## config.mk

```make
export PLATFORM = sky130hd
export DESIGN_NAME = x86_16_instruction_byte_decoder
export DESIGN_NICKNAME = d
export VERILOG_FILES = /design/src/sv/x86d_pkg.sv /design/src/sv/x86d_decode_core.sv /design/src/sv/x86_16_instruction_byte_decoder.sv
export SDC_FILE = /design/constraint.sdc
export NUM_CORES = 1
export LEC_CHECK = 0
export ABC_AREA = 1
export BUFFER_PORTS_ARGS = -buffer_cell sky130_fd_sc_hd__buf_2
export CAP_MARGIN = 40
export CORE_UTILIZATION = 40
export DETAILED_ROUTE_END_ITERATION = 6
export SETUP_SLACK_MARGIN = 0.1
export SKIP_LAST_GASP = 1
export SLEW_MARGIN = 10
export SYNTH_ARGS = -nofsm -noshare
export SYNTH_HDL_FRONTEND = slang
export SYNTH_HIERARCHICAL = 1
export SYNTH_SLANG_ARGS = --single-unit
export TNS_END_PERCENT = 50
```

## constraint.sdc

```tcl
create_clock -name clk_i -period 5.1 [get_ports clk_i]
set_clock_uncertainty 0.1 [all_clocks]
set_input_delay 0.51 -clock clk_i [delete_from_list [all_inputs] [get_ports clk_i]]
set_output_delay 0.51 -clock clk_i [all_outputs]
set_load 0.01 [all_outputs]
```

## src/sv/x86d_pkg.sv

```systemverilog
// Package for the 8086 instruction byte decoder.
// Holds the decode phase, form and operation codes, the record type and the opcode helpers.
// No dependencies.
`timescale 1ns / 1ps
`default_nettype none

package x86d_pkg;

  // Width of the running byte offset into the code stream (16 to 32).
  localparam int unsigned OFFSET_WIDTH = 16;

  // Phase of the byte-level decode machine.
  typedef enum logic [2:0] {
    PH_OPCODE  = 3'd0,
    PH_MODRM   = 3'd1,
    PH_DISP_LO = 3'd2,
    PH_DISP_HI = 3'd3,
    PH_IMM_LO  = 3'd4,
    PH_IMM_HI  = 3'd5,
    PH_JUMP    = 3'd6
  } phase_e;

  // Instruction form; FORM_NONE marks an opcode outside the subset.
  typedef enum logic [2:0] {
    FORM_REGMEM  = 3'd0,
    FORM_IMM_REG = 3'd1,
    FORM_IMM_ACC = 3'd2,
    FORM_IMM_RM  = 3'd3,
    FORM_JUMP    = 3'd4,
    FORM_NONE    = 3'd7
  } form_e;

  typedef enum logic [2:0] {
    OPER_MOV  = 3'd0,
    OPER_ADD  = 3'd1,
    OPER_SUB  = 3'd2,
    OPER_CMP  = 3'd3,
    OPER_JUMP = 3'd4
  } oper_e;

  // Immediate-group extensions that are supported.
  localparam logic [2:0] EXT_ADD = 3'd0;
  localparam logic [2:0] EXT_SUB = 3'd5;
  localparam logic [2:0] EXT_CMP = 3'd7;

  // ModRM mod values and the direct-address rm pattern.
  localparam logic [1:0] MOD_MEM    = 2'd0;
  localparam logic [1:0] MOD_DISP8  = 2'd1;
  localparam logic [1:0] MOD_DISP16 = 2'd2;
  localparam logic [2:0] RM_DIRECT  = 3'd6;

  // Jump kinds for the loop family start after the sixteen conditions.
  localparam logic [4:0] JUMP_KIND_LOOP_BASE = 5'd16;

  // One decoded-instruction item.
  typedef struct packed {
    logic [2:0]  operation;
    logic [4:0]  jump_kind;
    logic [2:0]  form;
    logic        to_register;
    logic        wide;
    logic [1:0]  mod_field;
    logic [2:0]  reg_field;
    logic [2:0]  rm_field;
    logic [15:0] displacement;
    logic [15:0] immediate;
    logic [15:0] jump_target;
    logic        error_code;
  } rec_t;

  // Form of an opcode, checked in priority order.
  function automatic form_e op_form(input logic [7:0] op);
    form_e f;
    f = FORM_NONE;
    if (op[7:2] == 6'h22)                          f = FORM_REGMEM;
    else if (op[7:4] == 4'hB)                      f = FORM_IMM_REG;
    else if (op[7:2] == 6'h00)                     f = FORM_REGMEM;
    else if (op[7:2] == 6'h0E)                     f = FORM_REGMEM;
    else if (op[7:1] == 7'h02)                     f = FORM_IMM_ACC;
    else if (op[7:1] == 7'h16)                     f = FORM_IMM_ACC;
    else if (op[7:1] == 7'h1E)                     f = FORM_IMM_ACC;
    else if (op[7:2] == 6'h0A)                     f = FORM_REGMEM;
    else if (op[7:2] == 6'h20)                     f = FORM_IMM_RM;
    else if (op[7:4] == 4'h7 || op[7:2] == 6'h38)  f = FORM_JUMP;
    return f;
  endfunction

  // Operation of an opcode; the immediate group is resolved by its extension.
  function automatic oper_e op_oper(input logic [7:0] op, input logic [2:0] ext);
    oper_e o;
    o = OPER_MOV;
    if (op[7:2] == 6'h22 || op[7:4] == 4'hB)                        o = OPER_MOV;
    else if (op[7:2] == 6'h00 || op[7:1] == 7'h02)                  o = OPER_ADD;
    else if (op[7:2] == 6'h0E || op[7:1] == 7'h1E)                  o = OPER_CMP;
    else if (op[7:1] == 7'h16 || op[7:2] == 6'h0A)                  o = OPER_SUB;
    else if (op[7:2] == 6'h20) begin
      if (ext == EXT_SUB)      o = OPER_SUB;
      else if (ext == EXT_CMP) o = OPER_CMP;
      else                     o = OPER_ADD;
    end else if (op[7:4] == 4'h7 || op[7:2] == 6'h38)               o = OPER_JUMP;
    return o;
  endfunction

  // True when the immediate of this opcode takes two bytes.
  function automatic logic imm_is_word(input logic [7:0] op);
    logic w;
    unique case (op_form(op))
      FORM_IMM_REG: w = op[3];
      FORM_IMM_ACC: w = op[0];
      default:      w = (op[1:0] == 2'b01);
    endcase
    return w;
  endfunction

  function automatic logic [15:0] sext8(input logic [7:0] b);
    return {{8{b[7]}}, b};
  endfunction

  // Record for an unknown or unsupported instruction.
  function automatic rec_t error_rec();
    rec_t r;
    r = '0;
    r.error_code = 1'b1;
    return r;
  endfunction

  // Record for a completed instruction, from its latched and current fields.
  function automatic rec_t build_rec(input logic [7:0] op, input logic [7:0] modrm,
                                     input logic [15:0] disp, input logic [15:0] imm,
                                     input logic [15:0] target);
    rec_t  r;
    form_e f;
    f = op_form(op);
    r = '0;
    r.operation = op_oper(op, modrm[5:3]);
    r.form      = f;
    unique case (f)
      FORM_REGMEM: begin
        r.mod_field    = modrm[7:6];
        r.reg_field    = modrm[5:3];
        r.rm_field     = modrm[2:0];
        r.displacement = disp;
        r.wide         = op[0];
        r.to_register  = op[1];
      end
      FORM_IMM_RM: begin
        r.mod_field    = modrm[7:6];
        r.reg_field    = modrm[5:3];
        r.rm_field     = modrm[2:0];
        r.displacement = disp;
        r.wide         = op[0];
        r.immediate    = imm;
      end
      FORM_IMM_REG: begin
        r.to_register = 1'b1;
        r.wide        = op[3];
        r.reg_field   = op[2:0];
        r.immediate   = imm;
      end
      FORM_IMM_ACC: begin
        r.to_register = 1'b1;
        r.wide        = op[0];
        r.immediate   = imm;
      end
      FORM_JUMP: begin
        r.jump_kind   = (op[7:4] == 4'h7) ? {1'b0, op[3:0]}
                                          : JUMP_KIND_LOOP_BASE + {3'b000, op[1:0]};
        r.jump_target = target;
      end
      default: r = error_rec();
    endcase
    return r;
  endfunction

endpackage

`default_nettype wire

```

## src/sv/x86d_decode_core.sv

```systemverilog
// Byte-level decode machine for the 8086 instruction byte decoder.
// Holds the phase, the opcode, ModRM, displacement and immediate latches and the stream offset.
// Depends on x86d_pkg.
`timescale 1ns / 1ps
`default_nettype none

module x86d_decode_core (
  input  wire logic          clk_i,
  input  wire logic          rst_ni,
  input  wire logic          take_i,
  input  wire logic [7:0]    code_byte_i,
  output logic               emit_o,
  output x86d_pkg::rec_t     rec_o
);
  import x86d_pkg::*;

  phase_e                    phase_q, phase_d;
  logic [7:0]                opcode_q, opcode_d;
  logic [7:0]                modrm_q, modrm_d;
  logic [15:0]               disp_q, disp_d;
  logic [15:0]               imm_q, imm_d;
  logic [OFFSET_WIDTH-1:0]   offset_q, offset_d;

  form_e                     lead_form;
  form_e                     cur_form;
  logic                      needs_disp;
  logic                      bad_ext;
  logic [15:0]               target;

  // Every accepted byte advances the stream offset.
  assign offset_d = offset_q + OFFSET_WIDTH'(1);

  assign lead_form  = op_form(code_byte_i);
  assign cur_form   = op_form(opcode_q);
  assign needs_disp = (code_byte_i[7:6] == MOD_DISP8) || (code_byte_i[7:6] == MOD_DISP16) ||
                      (code_byte_i[7:6] == MOD_MEM && code_byte_i[2:0] == RM_DIRECT);
  assign bad_ext    = (cur_form == FORM_IMM_RM) && (code_byte_i[5:3] != EXT_ADD) &&
                      (code_byte_i[5:3] != EXT_SUB) && (code_byte_i[5:3] != EXT_CMP);
  assign target     = offset_d[15:0] + sext8(code_byte_i);

  // Next phase, latch updates and the record for a completing instruction.
  always_comb begin
    phase_d  = phase_q;
    opcode_d = opcode_q;
    modrm_d  = modrm_q;
    disp_d   = disp_q;
    imm_d    = imm_q;
    emit_o   = 1'b0;
    rec_o    = '0;
    unique case (phase_q)
      PH_OPCODE: begin
        opcode_d = code_byte_i;
        modrm_d  = '0;
        disp_d   = '0;
        imm_d    = '0;
        unique case (lead_form)
          FORM_REGMEM, FORM_IMM_RM:   phase_d = PH_MODRM;
          FORM_IMM_REG, FORM_IMM_ACC: phase_d = PH_IMM_LO;
          FORM_JUMP:                  phase_d = PH_JUMP;
          default: begin
            emit_o = 1'b1;
            rec_o  = error_rec();
          end
        endcase
      end
      PH_MODRM: begin
        modrm_d = code_byte_i;
        if (bad_ext) begin
          emit_o  = 1'b1;
          rec_o   = error_rec();
          phase_d = PH_OPCODE;
        end else if (needs_disp) begin
          phase_d = PH_DISP_LO;
        end else if (cur_form == FORM_REGMEM) begin
          emit_o  = 1'b1;
          rec_o   = build_rec(opcode_q, code_byte_i, disp_q, imm_q, 16'h0000);
          phase_d = PH_OPCODE;
        end else begin
          phase_d = PH_IMM_LO;
        end
      end
      PH_DISP_LO: begin
        if (modrm_q[7:6] == MOD_DISP8) begin
          disp_d = sext8(code_byte_i);
          if (cur_form == FORM_REGMEM) begin
            emit_o  = 1'b1;
            rec_o   = build_rec(opcode_q, modrm_q, sext8(code_byte_i), imm_q, 16'h0000);
            phase_d = PH_OPCODE;
          end else begin
            phase_d = PH_IMM_LO;
          end
        end else begin
          disp_d  = {8'h00, code_byte_i};
          phase_d = PH_DISP_HI;
        end
      end
      PH_DISP_HI: begin
        disp_d = {code_byte_i, disp_q[7:0]};
        if (cur_form == FORM_REGMEM) begin
          emit_o  = 1'b1;
          rec_o   = build_rec(opcode_q, modrm_q, {code_byte_i, disp_q[7:0]}, imm_q, 16'h0000);
          phase_d = PH_OPCODE;
        end else begin
          phase_d = PH_IMM_LO;
        end
      end
      PH_IMM_LO: begin
        if (imm_is_word(opcode_q)) begin
          imm_d   = {8'h00, code_byte_i};
          phase_d = PH_IMM_HI;
        end else begin
          imm_d   = sext8(code_byte_i);
          emit_o  = 1'b1;
          rec_o   = build_rec(opcode_q, modrm_q, disp_q, sext8(code_byte_i), 16'h0000);
          phase_d = PH_OPCODE;
        end
      end
      PH_IMM_HI: begin
        imm_d   = {code_byte_i, imm_q[7:0]};
        emit_o  = 1'b1;
        rec_o   = build_rec(opcode_q, modrm_q, disp_q, {code_byte_i, imm_q[7:0]}, 16'h0000);
        phase_d = PH_OPCODE;
      end
      PH_JUMP: begin
        emit_o  = 1'b1;
        rec_o   = build_rec(opcode_q, modrm_q, disp_q, imm_q, target);
        phase_d = PH_OPCODE;
      end
      default: begin
        phase_d = PH_OPCODE;
      end
    endcase
  end

  // State advances only on an accepted item.
  always_ff @(posedge clk_i or negedge rst_ni) begin
    if (!rst_ni) begin
      phase_q  <= PH_OPCODE;
      opcode_q <= '0;
      modrm_q  <= '0;
      disp_q   <= '0;
      imm_q    <= '0;
      offset_q <= '0;
    end else if (take_i) begin
      phase_q  <= phase_d;
      opcode_q <= opcode_d;
      modrm_q  <= modrm_d;
      disp_q   <= disp_d;
      imm_q    <= imm_d;
      offset_q <= offset_d;
    end
  end

endmodule

`default_nettype wire

```

## src/sv/x86_16_instruction_byte_decoder.sv

```systemverilog
// Output: a completing byte's record is registered and shows in the cycle after acceptance.
// Throughput: one code byte per cycle unless the output stalls; the single output register
// takes a new record in the same cycle that the previous one is taken downstream.
// Reset: asynchronous, active low; the decoder then expects an opcode byte at offset zero.
// Depends on x86d_pkg and x86d_decode_core.
`timescale 1ns / 1ps
`default_nettype none

module x86_16_instruction_byte_decoder (
  input  wire logic        clk_i,
  input  wire logic        rst_ni,
  input  wire logic        in_valid_i,
  output logic             in_ready_o,
  input  wire logic [7:0]  code_byte_i,
  output logic             out_valid_o,
  input  wire logic        out_ready_i,
  output logic [2:0]       operation_o,
  output logic [4:0]       jump_kind_o,
  output logic [2:0]       form_o,
  output logic             to_register_o,
  output logic             wide_o,
  output logic [1:0]       mod_field_o,
  output logic [2:0]       reg_field_o,
  output logic [2:0]       rm_field_o,
  output logic [15:0]      displacement_o,
  output logic [15:0]      immediate_o,
  output logic [15:0]      jump_target_o,
  output logic             error_code_o
);
  import x86d_pkg::*;

  logic  take;
  logic  emit;
  rec_t  rec;
  rec_t  rec_q;
  logic  out_valid_q;

  // A byte is taken whenever the output register is free or being emptied.
  assign in_ready_o = !out_valid_q || out_ready_i;
  assign take       = in_valid_i && in_ready_o;

  x86d_decode_core u_core (
    .clk_i       (clk_i),
    .rst_ni      (rst_ni),
    .take_i      (take),
    .code_byte_i (code_byte_i),
    .emit_o      (emit),
    .rec_o       (rec)
  );

  // Output valid flag.
  always_ff @(posedge clk_i or negedge rst_ni) begin
    if (!rst_ni) begin
      out_valid_q <= 1'b0;
    end else if (take && emit) begin
      out_valid_q <= 1'b1;
    end else if (out_ready_i) begin
      out_valid_q <= 1'b0;
    end
  end

  // Output record register.
  always_ff @(posedge clk_i) begin
    if (take && emit) begin
      rec_q <= rec;
    end
  end

  assign out_valid_o    = out_valid_q;
  assign operation_o    = rec_q.operation;
  assign jump_kind_o    = rec_q.jump_kind;
  assign form_o         = rec_q.form;
  assign to_register_o  = rec_q.to_register;
  assign wide_o         = rec_q.wide;
  assign mod_field_o    = rec_q.mod_field;
  assign reg_field_o    = rec_q.reg_field;
  assign rm_field_o     = rec_q.rm_field;
  assign displacement_o = rec_q.displacement;
  assign immediate_o    = rec_q.immediate;
  assign jump_target_o  = rec_q.jump_target;
  assign error_code_o   = rec_q.error_code;

endmodule

`default_nettype wire
```

==> flow_summary.json <==
{
  "cp.arrival_ps": 3430,
  "slew_headroom_pct": 43.7,
  "r2r-start": "u_core/phase_q[0]",
  "synthCells": 860,
  "mappedNetlistArea_um2": 7590,
  "hold_viol": 0,
  "overflow": 0,
  "slowest_stage": "dfrtp_1",
  "syn_avg_cell_area_um2": 8.83,
  "cp_max_fo": 35,
  "rrSetupSlack_ps": 1640,
  "cts_max_level": 4,
  "fin_util_pct": 47.5,
  "setup_viol": 0,
  "ys_ff_latch": 138,
  "synth-edff-count": 70,
  "antenna_left": 0,
  "start_kind": "flop",
  "nFillCells": 1824,
  "syn_to_final_growth_pct": 16.7,
  "grt_pass1_wl_um": 30300,
  "final_cell_mix": "nand2_1, o21ai_0, inv_1",
  "worstPathRequired_ps": 5070,
  "cts_resized": 0,
  "numPortBuffers": 83,
  "worst_pin_slew_ps": 842,
  "yosysTopAreaCell": "edfxtp_1",
  "tns_ps": 0,
  "rr_endpoint": "jump_target_o[2]",
  "pwr-share-clk_pct": 24.4,
  "peakVddDrop_uv": 322,
  "power.density_nw_per_um2": 535,
  "cts_hold_buffers": 1,
  "p_int_mw": 2.82,
  "fmax_ghz": 0.289,
  "first_pass_iters": 6,
  "synth_async_sr_flop_share_pct": 49.3,
  "drt_wl_total_um": 18700,
  "drv_cap": 0,
  "syn_nets": 893,
  "mostFrequentLayoutCell": "nand2_1",
  "synth_ff_type": "edfxtp_1",
  "ys_warn_count": 6,
  "p_seq_share_pct": 38.1,
  "die-area_um2": 19500,
  "synth.area.top_cells": "edfxtp_1, dfrtp_1, nand2_1",
  "die_w_um": 140,
  "p_sw_share_pct": 40.4,
  "fin_crit_sh_pct": 67.9,
  "core_area_um2": 18600,
  "num_vias": 6329,
  "layout-drive-gt1-share_pct": 19.1,
  "rsz0062_at_grt": "false",
  "postPlaceCellArea_um2": 8290,
  "fin_crit_ps": 3460,
  "initial_core_util_pct": 40.7,
  "cpPeakStageDelay_ps": 810,
  "fin_cells": 1196,
  "ys_types": 51,
  "fin_area_um2": 8860,
  "antenna_found_initial": 0,
  "grt_max_degree": 36,
  "cts_setup_buffers": 0,
  "num_antenna_cells": 0,
  "grt_pass1_vias": 5871,
  "dp.cells": 1163,
  "path_cells": "inv_1, nor2_1, inv_1, nor2_1, nor2_1, nand2_2, inv_2, nand3_4, inv_2, nand2_1, inv_1, nor2_4, buf_4",
  "holdPathEnd": "out_valid_o",
  "drv_slew": 0,
  "combPwrFrac_pct": 37.6,
  "end_kind": "flop",
  "grt_util_all_layers_pct": 20.0,
  "cts_inserted_buffers": 17,
  "finalNetCount": 982,
  "io_pins": 84,
  "cellLeakagePower_nw": 4.14,
  "min_path_type": "input pin to flop",
  "clock-sinks": 138,
  "yosysTopAreaCellShare_pct": 27.7,
  "hpwl_um": 13300,
  "avgViaCountPerCell": 5.29,
  "drtIter0Drc": 524,
  "worstRegToRegCells": 13,
  "p_sw_mw": 1.92,
  "clk_latency_ps": 420,
  "cts_tree": "done",
  "cts-root-buf": "clkbuf_16",
  "drc": 0,
  "wl_per_cell_um": 15.6,
  "path_clk_slew_ps": 60,
  "path_class": "flop to flop",
  "die_h_um": 140,
  "place_congestion": 0.858,
  "holdCritStartpoint": "in_valid_i",
  "row_count": 50,
  "clk_path_buf_depth": 2,
  "ys_seq_area_share_pct": 50.1,
  "finalPower_mw": 4.74,
  "hold_depth": 3,
  "status": "completed"
}
cells in the mapped netlist (6+ instances only):
master,number
a21oi_1,27
clkbuf_1,15
dfrtp_1,68
edfxtp_1,70
ha_1,20
inv_1,90
inv_2,12
mux2_2,8
nand2_1,178
nand2_2,9
nand3_1,54
nand4_1,12
nor2_1,73
nor2_2,9
nor3_1,9
o211ai_1,9
o21ai_0,91
o21ai_1,9
o22ai_1,7
o311ai_0,8
o31ai_1,9
o41ai_1,6
xnor2_1,6
xor2_1,10
power by group through the flow:
stage | logic, mW | registers [mW] | clock network [mW]
floorplan | 1.25 | 1.84 | 0
global placement | 1.75 | 1.82 | 0
detailed placement | 1.78 | 1.82 | 0
CTS | 1.79 | 1.80 | 1.18
global route | 2.01 | 1.85 | 1.23
finish | 1.78 | 1.80 | 1.15
worst max path at each step:
stage / startpoint / end / slack [ps]
2_1_floorplan: code_byte_i[6] / displacement_o[0] / 910
3_3_place_gp: code_byte_i[7] / immediate_o[6] / 1710
3_5_place_dp: code_byte_i[6] / jump_target_o[15] / 1570
4_1_cts: u_core/phase_q[0] / jump_target_o[2] / 1660
5_1_grt: u_core/phase_q[0] / jump_target_o[2] / 1260
6_report: u_core/phase_q[0] / jump_target_o[2] / 1640
layer usage:
layer | share of wire [%] | vias to the layer above | GRT usage [%]
met5 | 0 | - | 0
met4 | 1.7 | 0 | 7.11
met3 | 5.9 | 23 | 4.30
met2 | 47 | 228 | 31.2
met1 | 46 | 2953 | 27.2
li1 | - | 3125 | -
registers in the layout, summed over array words and instances (netlist names), 2 cells and up:
| signal | count |
|---|---|
| form_o | 3 |
| displacement_o | 16 |
| u_core/imm_q | 16 |
| u_core/modrm_q | 8 |
| u_core/phase_q | 3 |
| jump_target_o | 16 |
| mod_field_o | 2 |
| reg_field_o | 3 |
| rm_field_o | 3 |
| immediate_o | 16 |
| u_core/offset_q | 16 |
| u_core/opcode_q | 8 |
| u_core/disp_q | 16 |
| jump_kind_o | 5 |
| operation_o | 3 |
area by class of cell:
cell class	instances	area (um^2)	share of cell area [%]
Inverter	106	403	4.55
Clock inverter	14	124	1.40
Multi-Input combinational cell	595	3300	37.2
Sequential cell	138	3800	43.0
Clock buffer	18	429	4.85
Tap cell	234	293	3.31
Timing Repair Buffer	91	505	5.71
worst max-delay path, delay by kind of cell (launching register included):
family,cells,cell delay (ps)
buffers and inverters,6,830
and+or+nand+nor,7,1350
DFF,1,810
logic make-up (layout without fill, tap and decap cells):
kind of cell	Yosys count	after routing	synth area share, %
AO/OA/AOI/OAI	179	179	13.7
XOR/XNOR	16	16	1.85
adder cells (fa/ha/maj)	21	21	3.56
buffers and inverters	127	229	6.51
flip-flops	138	138	50.1
multiplexers	8	8	1.19
AND/OR/NAND/NOR	371	371	23.0
per-stage QoR:
step           setup slack (ps)  hold slack, ps
6_report                   1640             247
5_1_grt                    1260             277
4_1_cts                    1660             235
3_5_place_dp               1570             386
3_3_place_gp               1710             383
2_1_floorplan               908             114
Power figures use the tool's default switching activity.
